===== config.mk =====
export PLATFORM = sky130hd
export DESIGN_NAME = version_string_parser_top_flat
export DESIGN_NICKNAME = d
export VERILOG_FILES = /design/src/hdl/vsp_pkg.sv /design/src/hdl/vsp_intf.sv /design/src/hdl/vsp_parse_core.sv /design/src/hdl/vsp_out_skid.sv /design/src/hdl/version_string_parser_top.sv /design/src/flat_wrapper.sv
export SDC_FILE = /design/constraint.sdc
export NUM_CORES = 1
export LEC_CHECK = 0
export BUFFER_PORTS_ARGS = -buffer_cell sky130_fd_sc_hd__buf_2
export CAP_MARGIN = 30
export CORE_MARGIN = 1
export CORE_UTILIZATION = 45
export CTS_CLUSTER_SIZE = 28
export DETAILED_ROUTE_END_ITERATION = 10
export PLACE_DENSITY_LB_ADDON = 0.15
export SLEW_MARGIN = 20
export SYNTH_ARGS = -nofsm -noshare
export SYNTH_HDL_FRONTEND = slang
export SYNTH_SLANG_ARGS = --single-unit

===== constraint.sdc =====
create_clock -name i_clk -period 13.9 [get_ports i_clk]
set_input_delay 2.78 -clock i_clk [delete_from_list [all_inputs] [get_ports i_clk]]
set_output_delay 2.78 -clock i_clk [all_outputs]
set_load 0.05 [all_outputs]

===== src/hdl/vsp_pkg.sv =====
`timescale 1ns / 1ps
// ----------------------------------------------------------------------------
// vsp_pkg
// Shared types, constants and character helpers for the version text parser.
// ----------------------------------------------------------------------------
package vsp_pkg;

    localparam int VALUE_W   = 30;
    localparam int CHAR_W    = 8;
    localparam int PRE_LEN_W = 6;
    localparam int TAIL_W    = 7;
    localparam int PARTS     = 3;

    localparam logic [TAIL_W-1:0]    TAIL_SAT      = 7'd64;
    localparam logic [PRE_LEN_W-1:0] PRE_LEN_RESET = 6'd32;
    localparam logic [1:0]           COMP_FULL     = 2'd3;

    localparam logic [CHAR_W-1:0] CH_DOT  = 8'h2E;
    localparam logic [CHAR_W-1:0] CH_DASH = 8'h2D;
    localparam logic [CHAR_W-1:0] CH_0    = 8'h30;
    localparam logic [CHAR_W-1:0] CH_9    = 8'h39;
    localparam logic [CHAR_W-1:0] CH_UA   = 8'h41;
    localparam logic [CHAR_W-1:0] CH_UZ   = 8'h5A;
    localparam logic [CHAR_W-1:0] CH_LA   = 8'h61;
    localparam logic [CHAR_W-1:0] CH_LZ   = 8'h7A;

    typedef enum logic [2:0] {
        ST_OK        = 3'd0,
        ST_MISSING   = 3'd1,
        ST_OVERSIZED = 3'd2,
        ST_RANGE     = 3'd3,
        ST_ENCODING  = 3'd4,
        ST_MALFORMED = 3'd5
    } t_status;

    typedef struct packed {
        logic               in_prerelease;
        logic               text_done;
        t_status            status;
        logic [VALUE_W-1:0] major_value;
        logic [VALUE_W-1:0] minor_value;
        logic [VALUE_W-1:0] patch_value;
    } t_result;

    function automatic logic is_dec_char(input logic [CHAR_W-1:0] c);
        return (c >= CH_0) && (c <= CH_9);
    endfunction

    function automatic logic is_alnum(input logic [CHAR_W-1:0] c);
        return is_dec_char(c) || ((c >= CH_UA) && (c <= CH_UZ)) ||
               ((c >= CH_LA) && (c <= CH_LZ));
    endfunction

endpackage


===== src/hdl/vsp_intf.sv =====
`timescale 1ns / 1ps
// ----------------------------------------------------------------------------
// vsp_intf
// Valid/ready channels: character input, parse result output, config write.
// ----------------------------------------------------------------------------
interface vsp_in_if;
    logic       valid;
    logic       ready;
    logic [7:0] char_code;
    logic       last_char;
    logic       empty_text;

    modport source (output valid, char_code, last_char, empty_text, input ready);
    modport sink   (input valid, char_code, last_char, empty_text, output ready);
endinterface

interface vsp_out_if;
    logic        valid;
    logic        ready;
    logic        in_prerelease;
    logic        text_done;
    logic [2:0]  status;
    logic [29:0] major_value;
    logic [29:0] minor_value;
    logic [29:0] patch_value;

    modport source (output valid, in_prerelease, text_done, status, major_value,
                    minor_value, patch_value, input ready);
    modport sink   (input valid, in_prerelease, text_done, status, major_value,
                    minor_value, patch_value, output ready);
endinterface

interface vsp_cfg_if;
    logic       valid;
    logic       ready;
    logic [5:0] data;

    modport source (output valid, data, input ready);
    modport sink   (input valid, data, output ready);
endinterface


===== src/hdl/vsp_parse_core.sv =====
`timescale 1ns / 1ps
// ----------------------------------------------------------------------------
// vsp_parse_core
// Running parse state, one character per accepted beat, result per beat.
// ----------------------------------------------------------------------------
module vsp_parse_core #(
    parameter int MAX_TEXT_LEN         = 64,
    parameter int MAX_COMPONENT_DIGITS = 9
) (
    input  logic                              i_clk,
    input  logic                              i_rst_n,
    input  logic                              i_accept,
    input  logic [vsp_pkg::CHAR_W-1:0]        i_char_code,
    input  logic                              i_last_char,
    input  logic                              i_empty_text,
    input  logic [vsp_pkg::PRE_LEN_W-1:0]     i_max_pre_len,
    output vsp_pkg::t_result                  o_result
);
    import vsp_pkg::*;

    localparam int CNT_W = $clog2(MAX_TEXT_LEN + 2);
    localparam int LEN_W = $clog2(MAX_COMPONENT_DIGITS + 2);

    logic [CNT_W-1:0]   r_char_count, n_char_count;
    logic               r_seen_dash, n_seen_dash;
    logic [TAIL_W-1:0]  r_tail_len, n_tail_len;
    logic               r_tail_bad, n_tail_bad;
    t_status            r_body_err, n_body_err;
    logic [1:0]         r_comp_count, n_comp_count;
    logic [LEN_W-1:0]   r_comp_len, n_comp_len;
    logic               r_comp_nondig, n_comp_nondig;
    logic [VALUE_W-1:0] r_run_val, n_run_val;
    logic [VALUE_W-1:0] r_parts [PARTS];
    logic [VALUE_W-1:0] n_parts [PARTS];

    logic               w_close;
    logic               w_in_tail;
    logic [VALUE_W+3:0] w_mul;
    t_status            w_status;

    assign w_mul = {1'b0, r_run_val, 3'b000} + {3'b000, r_run_val, 1'b0} +
                   (VALUE_W + 4)'(i_char_code[3:0]);

    always_comb begin
        n_char_count  = r_char_count;
        n_seen_dash   = r_seen_dash;
        n_tail_len    = r_tail_len;
        n_tail_bad    = r_tail_bad;
        n_body_err    = r_body_err;
        n_comp_count  = r_comp_count;
        n_comp_len    = r_comp_len;
        n_comp_nondig = r_comp_nondig;
        n_run_val     = r_run_val;
        n_parts       = r_parts;
        w_close       = 1'b0;
        w_in_tail     = 1'b0;
        w_status      = ST_OK;
        o_result      = '0;

        if (!i_empty_text) begin
            if (r_char_count <= CNT_W'(MAX_TEXT_LEN)) begin
                n_char_count = r_char_count + 1'b1;
            end
            if (r_seen_dash) begin
                w_in_tail = 1'b1;
                if (r_tail_len < TAIL_SAT) begin
                    n_tail_len = r_tail_len + 1'b1;
                end
                if (!is_alnum(i_char_code) && (i_char_code != CH_DOT)) begin
                    n_tail_bad = 1'b1;
                end
            end else if (i_char_code == CH_DASH) begin
                w_close     = (r_comp_len != '0);
                n_seen_dash = 1'b1;
            end else if (i_char_code == CH_DOT) begin
                w_close = 1'b1;
            end else begin
                if (!is_dec_char(i_char_code)) begin
                    n_comp_nondig = 1'b1;
                end else if (r_comp_len < LEN_W'(MAX_COMPONENT_DIGITS)) begin
                    n_run_val = w_mul[VALUE_W-1:0];
                end
                if (r_comp_len <= LEN_W'(MAX_COMPONENT_DIGITS)) begin
                    n_comp_len = r_comp_len + 1'b1;
                end
            end
        end

        // end of body closes a pending component
        if (i_last_char && !n_seen_dash && (n_comp_len != '0)) begin
            w_close = 1'b1;
        end

        if (w_close) begin
            if (r_body_err == ST_OK) begin
                if (r_comp_count == COMP_FULL) begin
                    n_body_err = ST_RANGE;
                end else if ((n_comp_len == '0) ||
                             (n_comp_len > LEN_W'(MAX_COMPONENT_DIGITS))) begin
                    n_body_err = ST_RANGE;
                end else if (n_comp_nondig) begin
                    n_body_err = ST_ENCODING;
                end else begin
                    for (int k = 0; k < PARTS; k++) begin
                        if (r_comp_count == 2'(k)) begin
                            n_parts[k] = n_run_val;
                        end
                    end
                    n_comp_count = r_comp_count + 1'b1;
                end
            end
            n_comp_len    = '0;
            n_comp_nondig = 1'b0;
            n_run_val     = '0;
        end

        o_result.in_prerelease = w_in_tail;

        if (i_last_char) begin
            priority if (n_char_count == '0) begin
                w_status = ST_MISSING;
            end else if (n_char_count > CNT_W'(MAX_TEXT_LEN)) begin
                w_status = ST_OVERSIZED;
            end else if (n_seen_dash && (n_tail_len == '0)) begin
                w_status = ST_RANGE;
            end else if (n_seen_dash && (n_tail_len > {1'b0, i_max_pre_len})) begin
                w_status = ST_OVERSIZED;
            end else if (n_seen_dash && n_tail_bad) begin
                w_status = ST_ENCODING;
            end else if (n_body_err != ST_OK) begin
                w_status = n_body_err;
            end else if (n_comp_count != COMP_FULL) begin
                w_status = ST_MALFORMED;
            end else begin
                w_status = ST_OK;
            end

            o_result.text_done = 1'b1;
            o_result.status    = w_status;
            if (w_status == ST_OK) begin
                o_result.major_value = n_parts[0];
                o_result.minor_value = n_parts[1];
                o_result.patch_value = n_parts[2];
            end

            // clear for the next text
            n_char_count  = '0;
            n_seen_dash   = 1'b0;
            n_tail_len    = '0;
            n_tail_bad    = 1'b0;
            n_body_err    = ST_OK;
            n_comp_count  = '0;
            n_comp_len    = '0;
            n_comp_nondig = 1'b0;
            n_run_val     = '0;
            for (int k = 0; k < PARTS; k++) begin
                n_parts[k] = '0;
            end
        end
    end

    always_ff @(posedge i_clk) begin
        if (!i_rst_n) begin
            r_char_count  <= '0;
            r_seen_dash   <= 1'b0;
            r_tail_len    <= '0;
            r_tail_bad    <= 1'b0;
            r_body_err    <= ST_OK;
            r_comp_count  <= '0;
            r_comp_len    <= '0;
            r_comp_nondig <= 1'b0;
            r_run_val     <= '0;
            for (int k = 0; k < PARTS; k++) begin
                r_parts[k] <= '0;
            end
        end else if (i_accept) begin
            r_char_count  <= n_char_count;
            r_seen_dash   <= n_seen_dash;
            r_tail_len    <= n_tail_len;
            r_tail_bad    <= n_tail_bad;
            r_body_err    <= n_body_err;
            r_comp_count  <= n_comp_count;
            r_comp_len    <= n_comp_len;
            r_comp_nondig <= n_comp_nondig;
            r_run_val     <= n_run_val;
            r_parts       <= n_parts;
        end
    end

endmodule


===== src/hdl/vsp_out_skid.sv =====
`timescale 1ns / 1ps
// ----------------------------------------------------------------------------
// vsp_out_skid
// Result register with a skid entry so one more result is taken under a stall.
// ----------------------------------------------------------------------------
module vsp_out_skid (
    input  logic             i_clk,
    input  logic             i_rst_n,
    input  logic             i_valid,
    output logic             o_ready,
    input  vsp_pkg::t_result i_data,
    output logic             o_valid,
    input  logic             i_ready,
    output vsp_pkg::t_result o_data
);
    import vsp_pkg::*;

    logic    r_main_valid, n_main_valid;
    logic    r_skid_valid, n_skid_valid;
    t_result r_main, n_main;
    t_result r_skid, n_skid;
    logic    w_push;
    logic    w_pop;

    assign o_ready = !r_skid_valid;
    assign o_valid = r_main_valid;
    assign o_data  = r_main;
    assign w_push  = i_valid && o_ready;
    assign w_pop   = r_main_valid && i_ready;

    always_comb begin
        n_main_valid = r_main_valid;
        n_skid_valid = r_skid_valid;
        n_main       = r_main;
        n_skid       = r_skid;
        if (w_pop) begin
            if (r_skid_valid) begin
                n_main       = r_skid;
                n_skid_valid = 1'b0;
            end else begin
                n_main_valid = 1'b0;
            end
        end
        if (w_push) begin
            if (!n_main_valid) begin
                n_main       = i_data;
                n_main_valid = 1'b1;
            end else begin
                n_skid       = i_data;
                n_skid_valid = 1'b1;
            end
        end
    end

    always_ff @(posedge i_clk) begin
        if (!i_rst_n) begin
            r_main_valid <= 1'b0;
            r_skid_valid <= 1'b0;
        end else begin
            r_main_valid <= n_main_valid;
            r_skid_valid <= n_skid_valid;
        end
        r_main <= n_main;
        r_skid <= n_skid;
    end

endmodule


===== src/hdl/version_string_parser_top.sv =====
`timescale 1ns / 1ps
// ----------------------------------------------------------------------------
// version_string_parser_top
// Streaming major.minor.patch[-prerelease] parser, one character per beat.
//
//   channel  dir  payload                                      beat
//   i_in     in   char_code, last_char, empty_text             valid & ready
//   o_out    out  in_prerelease, text_done, status, 3 values    valid & ready
//   i_cfg    in   data = max_prerelease_len                    valid & ready
//
// one beat per cycle while input ready is high; each input beat yields one result
// beat, held in the result register
// reset clears parse state and output valids; max_prerelease_len returns to 32
// a stalled output holds one result plus one in the skid entry; input ready
// drops only while the skid entry is full
// cfg is always ready
// ----------------------------------------------------------------------------
module version_string_parser_top #(
    parameter int MAX_TEXT_LEN         = 64,
    parameter int MAX_COMPONENT_DIGITS = 9
) (
    input  logic      i_clk,
    input  logic      i_rst_n,
    vsp_cfg_if.sink   i_cfg,
    vsp_in_if.sink    i_in,
    vsp_out_if.source o_out
);
    import vsp_pkg::*;

    logic [PRE_LEN_W-1:0] r_max_pre_len;
    logic                 w_accept;
    logic                 w_ready;
    t_result              w_result;
    t_result              w_out;

    assign i_cfg.ready = 1'b1;

    always_ff @(posedge i_clk) begin
        if (!i_rst_n) begin
            r_max_pre_len <= PRE_LEN_RESET;
        end else if (i_cfg.valid) begin
            r_max_pre_len <= i_cfg.data;
        end
    end

    assign i_in.ready = w_ready;
    assign w_accept   = i_in.valid && w_ready;

    vsp_parse_core #(
        .MAX_TEXT_LEN         (MAX_TEXT_LEN),
        .MAX_COMPONENT_DIGITS (MAX_COMPONENT_DIGITS)
    ) u_core (
        .i_clk         (i_clk),
        .i_rst_n       (i_rst_n),
        .i_accept      (w_accept),
        .i_char_code   (i_in.char_code),
        .i_last_char   (i_in.last_char),
        .i_empty_text  (i_in.empty_text),
        .i_max_pre_len (r_max_pre_len),
        .o_result      (w_result)
    );

    vsp_out_skid u_skid (
        .i_clk   (i_clk),
        .i_rst_n (i_rst_n),
        .i_valid (i_in.valid),
        .o_ready (w_ready),
        .i_data  (w_result),
        .o_valid (o_out.valid),
        .i_ready (o_out.ready),
        .o_data  (w_out)
    );

    assign o_out.in_prerelease = w_out.in_prerelease;
    assign o_out.text_done     = w_out.text_done;
    assign o_out.status        = w_out.status;
    assign o_out.major_value   = w_out.major_value;
    assign o_out.minor_value   = w_out.minor_value;
    assign o_out.patch_value   = w_out.patch_value;

endmodule


===== src/flat_wrapper.sv =====
// flat-port wrapper written by rule: the top's interface ports become plain ports
module version_string_parser_top_flat import vsp_pkg::*;
#(
    parameter int MAX_TEXT_LEN         = 64,
    parameter int MAX_COMPONENT_DIGITS = 9
)
  (i_clk, i_rst_n, i_cfg_valid, i_cfg_data, i_cfg_ready, i_in_valid, i_in_char_code, i_in_last_char, i_in_empty_text, i_in_ready, o_out_valid, o_out_in_prerelease, o_out_text_done, o_out_status, o_out_major_value, o_out_minor_value, o_out_patch_value, o_out_ready);
  vsp_cfg_if i_cfg_i ();
  vsp_in_if i_in_i ();
  vsp_out_if o_out_i ();
  input  logic i_clk;
  input  logic i_rst_n;
  input wire logic [$bits(i_cfg_i.valid)-1:0] i_cfg_valid;
  input wire logic [$bits(i_cfg_i.data)-1:0] i_cfg_data;
  output wire logic [$bits(i_cfg_i.ready)-1:0] i_cfg_ready;
  input wire logic [$bits(i_in_i.valid)-1:0] i_in_valid;
  input wire logic [$bits(i_in_i.char_code)-1:0] i_in_char_code;
  input wire logic [$bits(i_in_i.last_char)-1:0] i_in_last_char;
  input wire logic [$bits(i_in_i.empty_text)-1:0] i_in_empty_text;
  output wire logic [$bits(i_in_i.ready)-1:0] i_in_ready;
  output wire logic [$bits(o_out_i.valid)-1:0] o_out_valid;
  output wire logic [$bits(o_out_i.in_prerelease)-1:0] o_out_in_prerelease;
  output wire logic [$bits(o_out_i.text_done)-1:0] o_out_text_done;
  output wire logic [$bits(o_out_i.status)-1:0] o_out_status;
  output wire logic [$bits(o_out_i.major_value)-1:0] o_out_major_value;
  output wire logic [$bits(o_out_i.minor_value)-1:0] o_out_minor_value;
  output wire logic [$bits(o_out_i.patch_value)-1:0] o_out_patch_value;
  input wire logic [$bits(o_out_i.ready)-1:0] o_out_ready;
  assign i_cfg_i.valid = i_cfg_valid;
  assign i_cfg_i.data = i_cfg_data;
  assign i_cfg_ready = i_cfg_i.ready;
  assign i_in_i.valid = i_in_valid;
  assign i_in_i.char_code = i_in_char_code;
  assign i_in_i.last_char = i_in_last_char;
  assign i_in_i.empty_text = i_in_empty_text;
  assign i_in_ready = i_in_i.ready;
  assign o_out_valid = o_out_i.valid;
  assign o_out_in_prerelease = o_out_i.in_prerelease;
  assign o_out_text_done = o_out_i.text_done;
  assign o_out_status = o_out_i.status;
  assign o_out_major_value = o_out_i.major_value;
  assign o_out_minor_value = o_out_i.minor_value;
  assign o_out_patch_value = o_out_i.patch_value;
  assign o_out_i.ready = o_out_ready;
  version_string_parser_top #(.MAX_TEXT_LEN(MAX_TEXT_LEN), .MAX_COMPONENT_DIGITS(MAX_COMPONENT_DIGITS)) u_core (.i_clk(i_clk), .i_rst_n(i_rst_n), .i_cfg(i_cfg_i), .i_in(i_in_i), .o_out(o_out_i));
endmodule

==> results.py <==
metrics = {
    "outcome": {
        "outcome": "completed",
    },
    "sta": {
        "finalCriticalPeriod_ns": 7.15,
        "max_slew_margin_pct": 33.2,
        "rsz0062_at_grt": "no",
        "tns_ns": 0,
        "min_period_over_period_pct": 51.4,
        "tightestPinTransition_ns": 1.00,
        "finClkSkew_ns": 0.0158,
        "max_freq_mhz": 140,
        "setup_viol": 0,
        "finalHoldViolations": 0,
        "maxSlewViolCount": 0,
    },
    "cells_and_area": {
        "drive_gt1_share_pct": 16.2,
        "areaGrowthSynthToFinish_pct": 13.5,
        "antenna_cells": 0,
        "design_area_um2": 20300,
        "final_cell_mix": "dfxtp_1, nand2_1, nor2_1",
        "layout_commonest_cell": "dfxtp_1",
        "fillers": 3615,
        "nNetsFinal": 2093,
    },
    "min_path": {
        "whs_endpoint": "u_core.u_core.r_parts[25]$_SDFFE_PN0P_",
        "whs_path_depth": 2,
        "hold_class": "reg2reg",
        "worstHoldStart": "u_core.u_core.r_parts[25]$_SDFFE_PN0P_",
    },
    "worst_setup_path": {
        "crit_top_cell": "nand3_1",
        "cp_slowest_stage_delay_ns": 0.62,
        "r2r_cells": 14,
        "critical_path_class": "in2reg",
        "path_cells": "buf_2, nor3b_1, nand4_1, xnor2_1, ha_1, nand3_1, a21oi_1, a2111oi_0, or3_1, nand3_1, o41a_1, a221oi_2, nand2_8, buf_4, o41ai_1",
        "startpoint_type": "input pin",
        "cp_max_fo": 106,
        "r2r_end": "u_core.u_skid.o_data[16]$_DFF_P_",
        "crit_path_end_kind": "register",
        "r2r-start": "u_core.u_core.r_seen_dash$_SDFFE_PN0P_",
        "reg2reg_slack_ns": 8.70,
        "path_buf_inv": 2,
        "slowest_stage": "nor3b_1",
        "cp.arrival_ns": 7.59,
        "critPathTopFamily": "compound AO/OA/AOI/OAI gates",
        "cp.required_ns": 14.35,
    },
    "cts": {
        "ctsHtreeMaxLevel": 2,
        "cts_made_buffers": 39,
        "clock_tree.root_cell": "clkbuf_16",
        "clock_sinks": 344,
        "cts_buffer_depth": 3,
        "post_cts_buffers": 0,
        "cts_tree": "built",
        "cts_hold_buffers": 0,
        "clock_latency_ns": 0.56,
        "path_clk_slew_ns": 0.07,
        "ctsResizeCount": 0,
    },
    "synthesis": {
        "synth_edf_count": 95,
        "yosysTopAreaCell": "dfxtp_1",
        "syn_area_um2": 17900,
        "syn_inst": 1944,
        "ys_ff_latch": 344,
        "synth_area_per_cell_um2": 9.20,
        "synth-async-reset-ratio_pct": 0,
        "synth_seq_area_share_pct": 43.8,
        "synth_top_area_share_pct": 27.9,
        "synthFlopType": "dfxtp_1",
        "yosysUniqueCellTypes": 78,
        "syn_nets": 2037,
        "synth-warning-count": 0,
        "synth_area_leaders": "dfxtp_1, edfxtp_1, mux2_2, nand2_1, ha_1",
    },
    "routing": {
        "wl_per_cell_um": 19.5,
        "routed_via_density": 5.74,
        "ant_nets": 0,
        "drcViolationCount": 0,
        "dr.pass1.iters": 6,
        "finalWirelength_mm": 49.8,
        "via_count": 14600,
        "drt-initial-drc-count": 1146,
    },
    "grt": {
        "grt_pass1_wl_mm": 78.0,
        "grt_max_degree": 107,
        "gr-total-overflow": 0,
        "grt_pass1_vias": 13900,
        "antenna_found_initial": 0,
        "track_usage_pct": 24.3,
    },
    "floorplan": {
        "die_w_um": 201,
        "die_y_um": 201,
        "fp-row-count": 72,
        "core-area_um2": 38900,
        "start_util_pct": 46.0,
        "ios": 119,
        "die-area_um2": 40600,
    },
    "job": {
        "max_cap_viol_count": 0,
    },
    "placed_design": {
        "hpwl_mm": 32.8,
        "port_buffers": 117,
        "gp_congestion": 0.893,
        "dpl_cell_area_um2": 18900,
    },
    "power_and_ir_drop": {
        "power_leakage_nw": 7.82,
        "vdd_drop_max_mv": 0.0737,
        "powerDensity_nw_per_um2": 112,
    },
}
how the worst max path moves through the flow:
| stage | from | endpoint | slack [ns] | depth (start not counted) |
|---|---|---|---|---|
| CTS | i_in_empty_text | u_core.u_skid.o_data[16]$_DFF_P_ | 6.88 | 15 |
| finish | i_in_empty_text | u_core.u_skid.o_data[16]$_DFF_P_ | 6.75 | 15 |
| global route | i_in_empty_text | u_core.u_skid.o_data[16]$_DFF_P_ | 6.31 | 15 |
| floorplan | i_in_valid | u_core.u_skid.r_skid[0]$_DFFE_PP_ | 6.01 | 4 |
| detailed placement | i_in_empty_text | u_core.u_skid.o_data[46]$_DFF_P_ | 6.30 | 15 |
| global placement | i_in_empty_text | u_core.u_skid.o_data[46]$_DFF_P_ | 6.45 | 15 |
through the flow:
stage / utilization (%) / power (mW) / worst slack, ns / hold slack, ns / cells
final: 52.2 / 2.27 / 6.75 / 0.451 / 2549
after floorplan: - / 1.18 / 6.01 / 0.431 / 1944
after detailed placement: 48.6 / 1.22 / 6.30 / 0.443 / 2473
after global placement: 48.4 / 1.22 / 6.45 / 0.436 / 2466
after global routing: 52.2 / 2.35 / 6.31 / 0.462 / 2549
after CTS: 52.1 / 2.29 / 6.88 / 0.452 / 2545
sequential cells by signal, indices dropped and copies added, names as in the netlist:
register,cells
u_core.u_skid.r_skid,95
u_core.u_core.r_parts,90
u_core.u_core.r_char_count,7
u_core.u_core.r_tail_len,7
u_core.u_core.r_seen_dash,1
u_core.u_skid.o_valid,1
u_core.u_core.r_comp_count,2
u_core.r_max_pre_len,6
u_core.u_skid.r_skid_valid,1
u_core.u_core.r_comp_len,4
u_core.u_core.r_body_err,3
u_core.u_core.r_run_val,30
u_core.u_core.r_comp_nondig,1
u_core.u_skid.o_data,95
u_core.u_core.r_tail_bad,1
per-layer routing:
layer	up-vias	wire length [um]	GRT usage, %	part of all wire (%)
met2	337	23100	39.6	46
met3	84	2420	4.37	4.9
li1	7145	-	-	-
met1	7075	23100	32.5	46
met5	-	0	0	0
met4	0	1210	7.82	2.4
synth_stat cells, drive strengths merged, types with 5 or more instances:
library cell / instances
nand2b: 14
a31oi: 11
o21a: 19
o31ai: 91
buf: 21
a211o: 8
o211ai: 14
clkbuf: 114
nand4: 5
edfxtp: 95
nand3b: 7
nand2: 247
nor4: 5
inv: 25
and4: 6
and2: 83
nor3b: 8
nor2b: 56
or3: 9
a21oi: 65
dfxtp: 249
o41ai: 15
xnor2: 16
mux2i: 52
ha: 70
or4: 5
a21o: 25
nand3: 23
and3: 12
nor2: 176
o21ai: 119
mux2: 92
a211oi: 16
o311ai: 8
a21boi: 26
nor3: 38
xor2: 6
a22oi: 36
worst register-to-register path, delay by kind of cell (launching register included):
kind	cells	cell delay (ns)
AO/OA/AOI/OAI	5	1.74
AND/OR/NAND/NOR	6	1.65
buffers and inverters	1	0.68
flip-flops	1	0.44
adder cells (fa/ha/maj)	1	0.30
XOR/XNOR	1	0.28
logic make-up (layout without fill, tap and decap cells):
family | count (synthesis) | count (layout) | share of synthesized area, %
muxes | 144 | 144 | 8.70
and+or+nand+nor | 704 | 704 | 18.7
xor gates and xnor gates | 22 | 22 | 1.08
DFF | 344 | 344 | 43.8
adders and majority gates | 72 | 72 | 5.12
AOI/OAI and AO/OA | 497 | 497 | 19.1
buffers and inverters | 160 | 247 | 3.55
other | 1 | 1 | 0.0210
report_power, final:
part | switching (mW) | total (mW) | internal (mW)
clock network | 0.421 | 1.07 | 0.646
registers | 0.00767 | 1.05 | 1.04
logic | 0.117 | 0.156 | 0.0392
total | 0.546 | 2.27 | 1.73
layout make-up:
cell class	count	area [um^2]	share of cell area [%]
clock buffer	57	1180	5.80
clock inverter	15	166	0.819
inverter	25	93.8	0.462
multi-input combinational	1440	9500	46.8
sequential	344	7840	38.6
tap	518	648	3.19
timing repair buffer	150	890	4.38
Power figures use the tool's default switching activity.
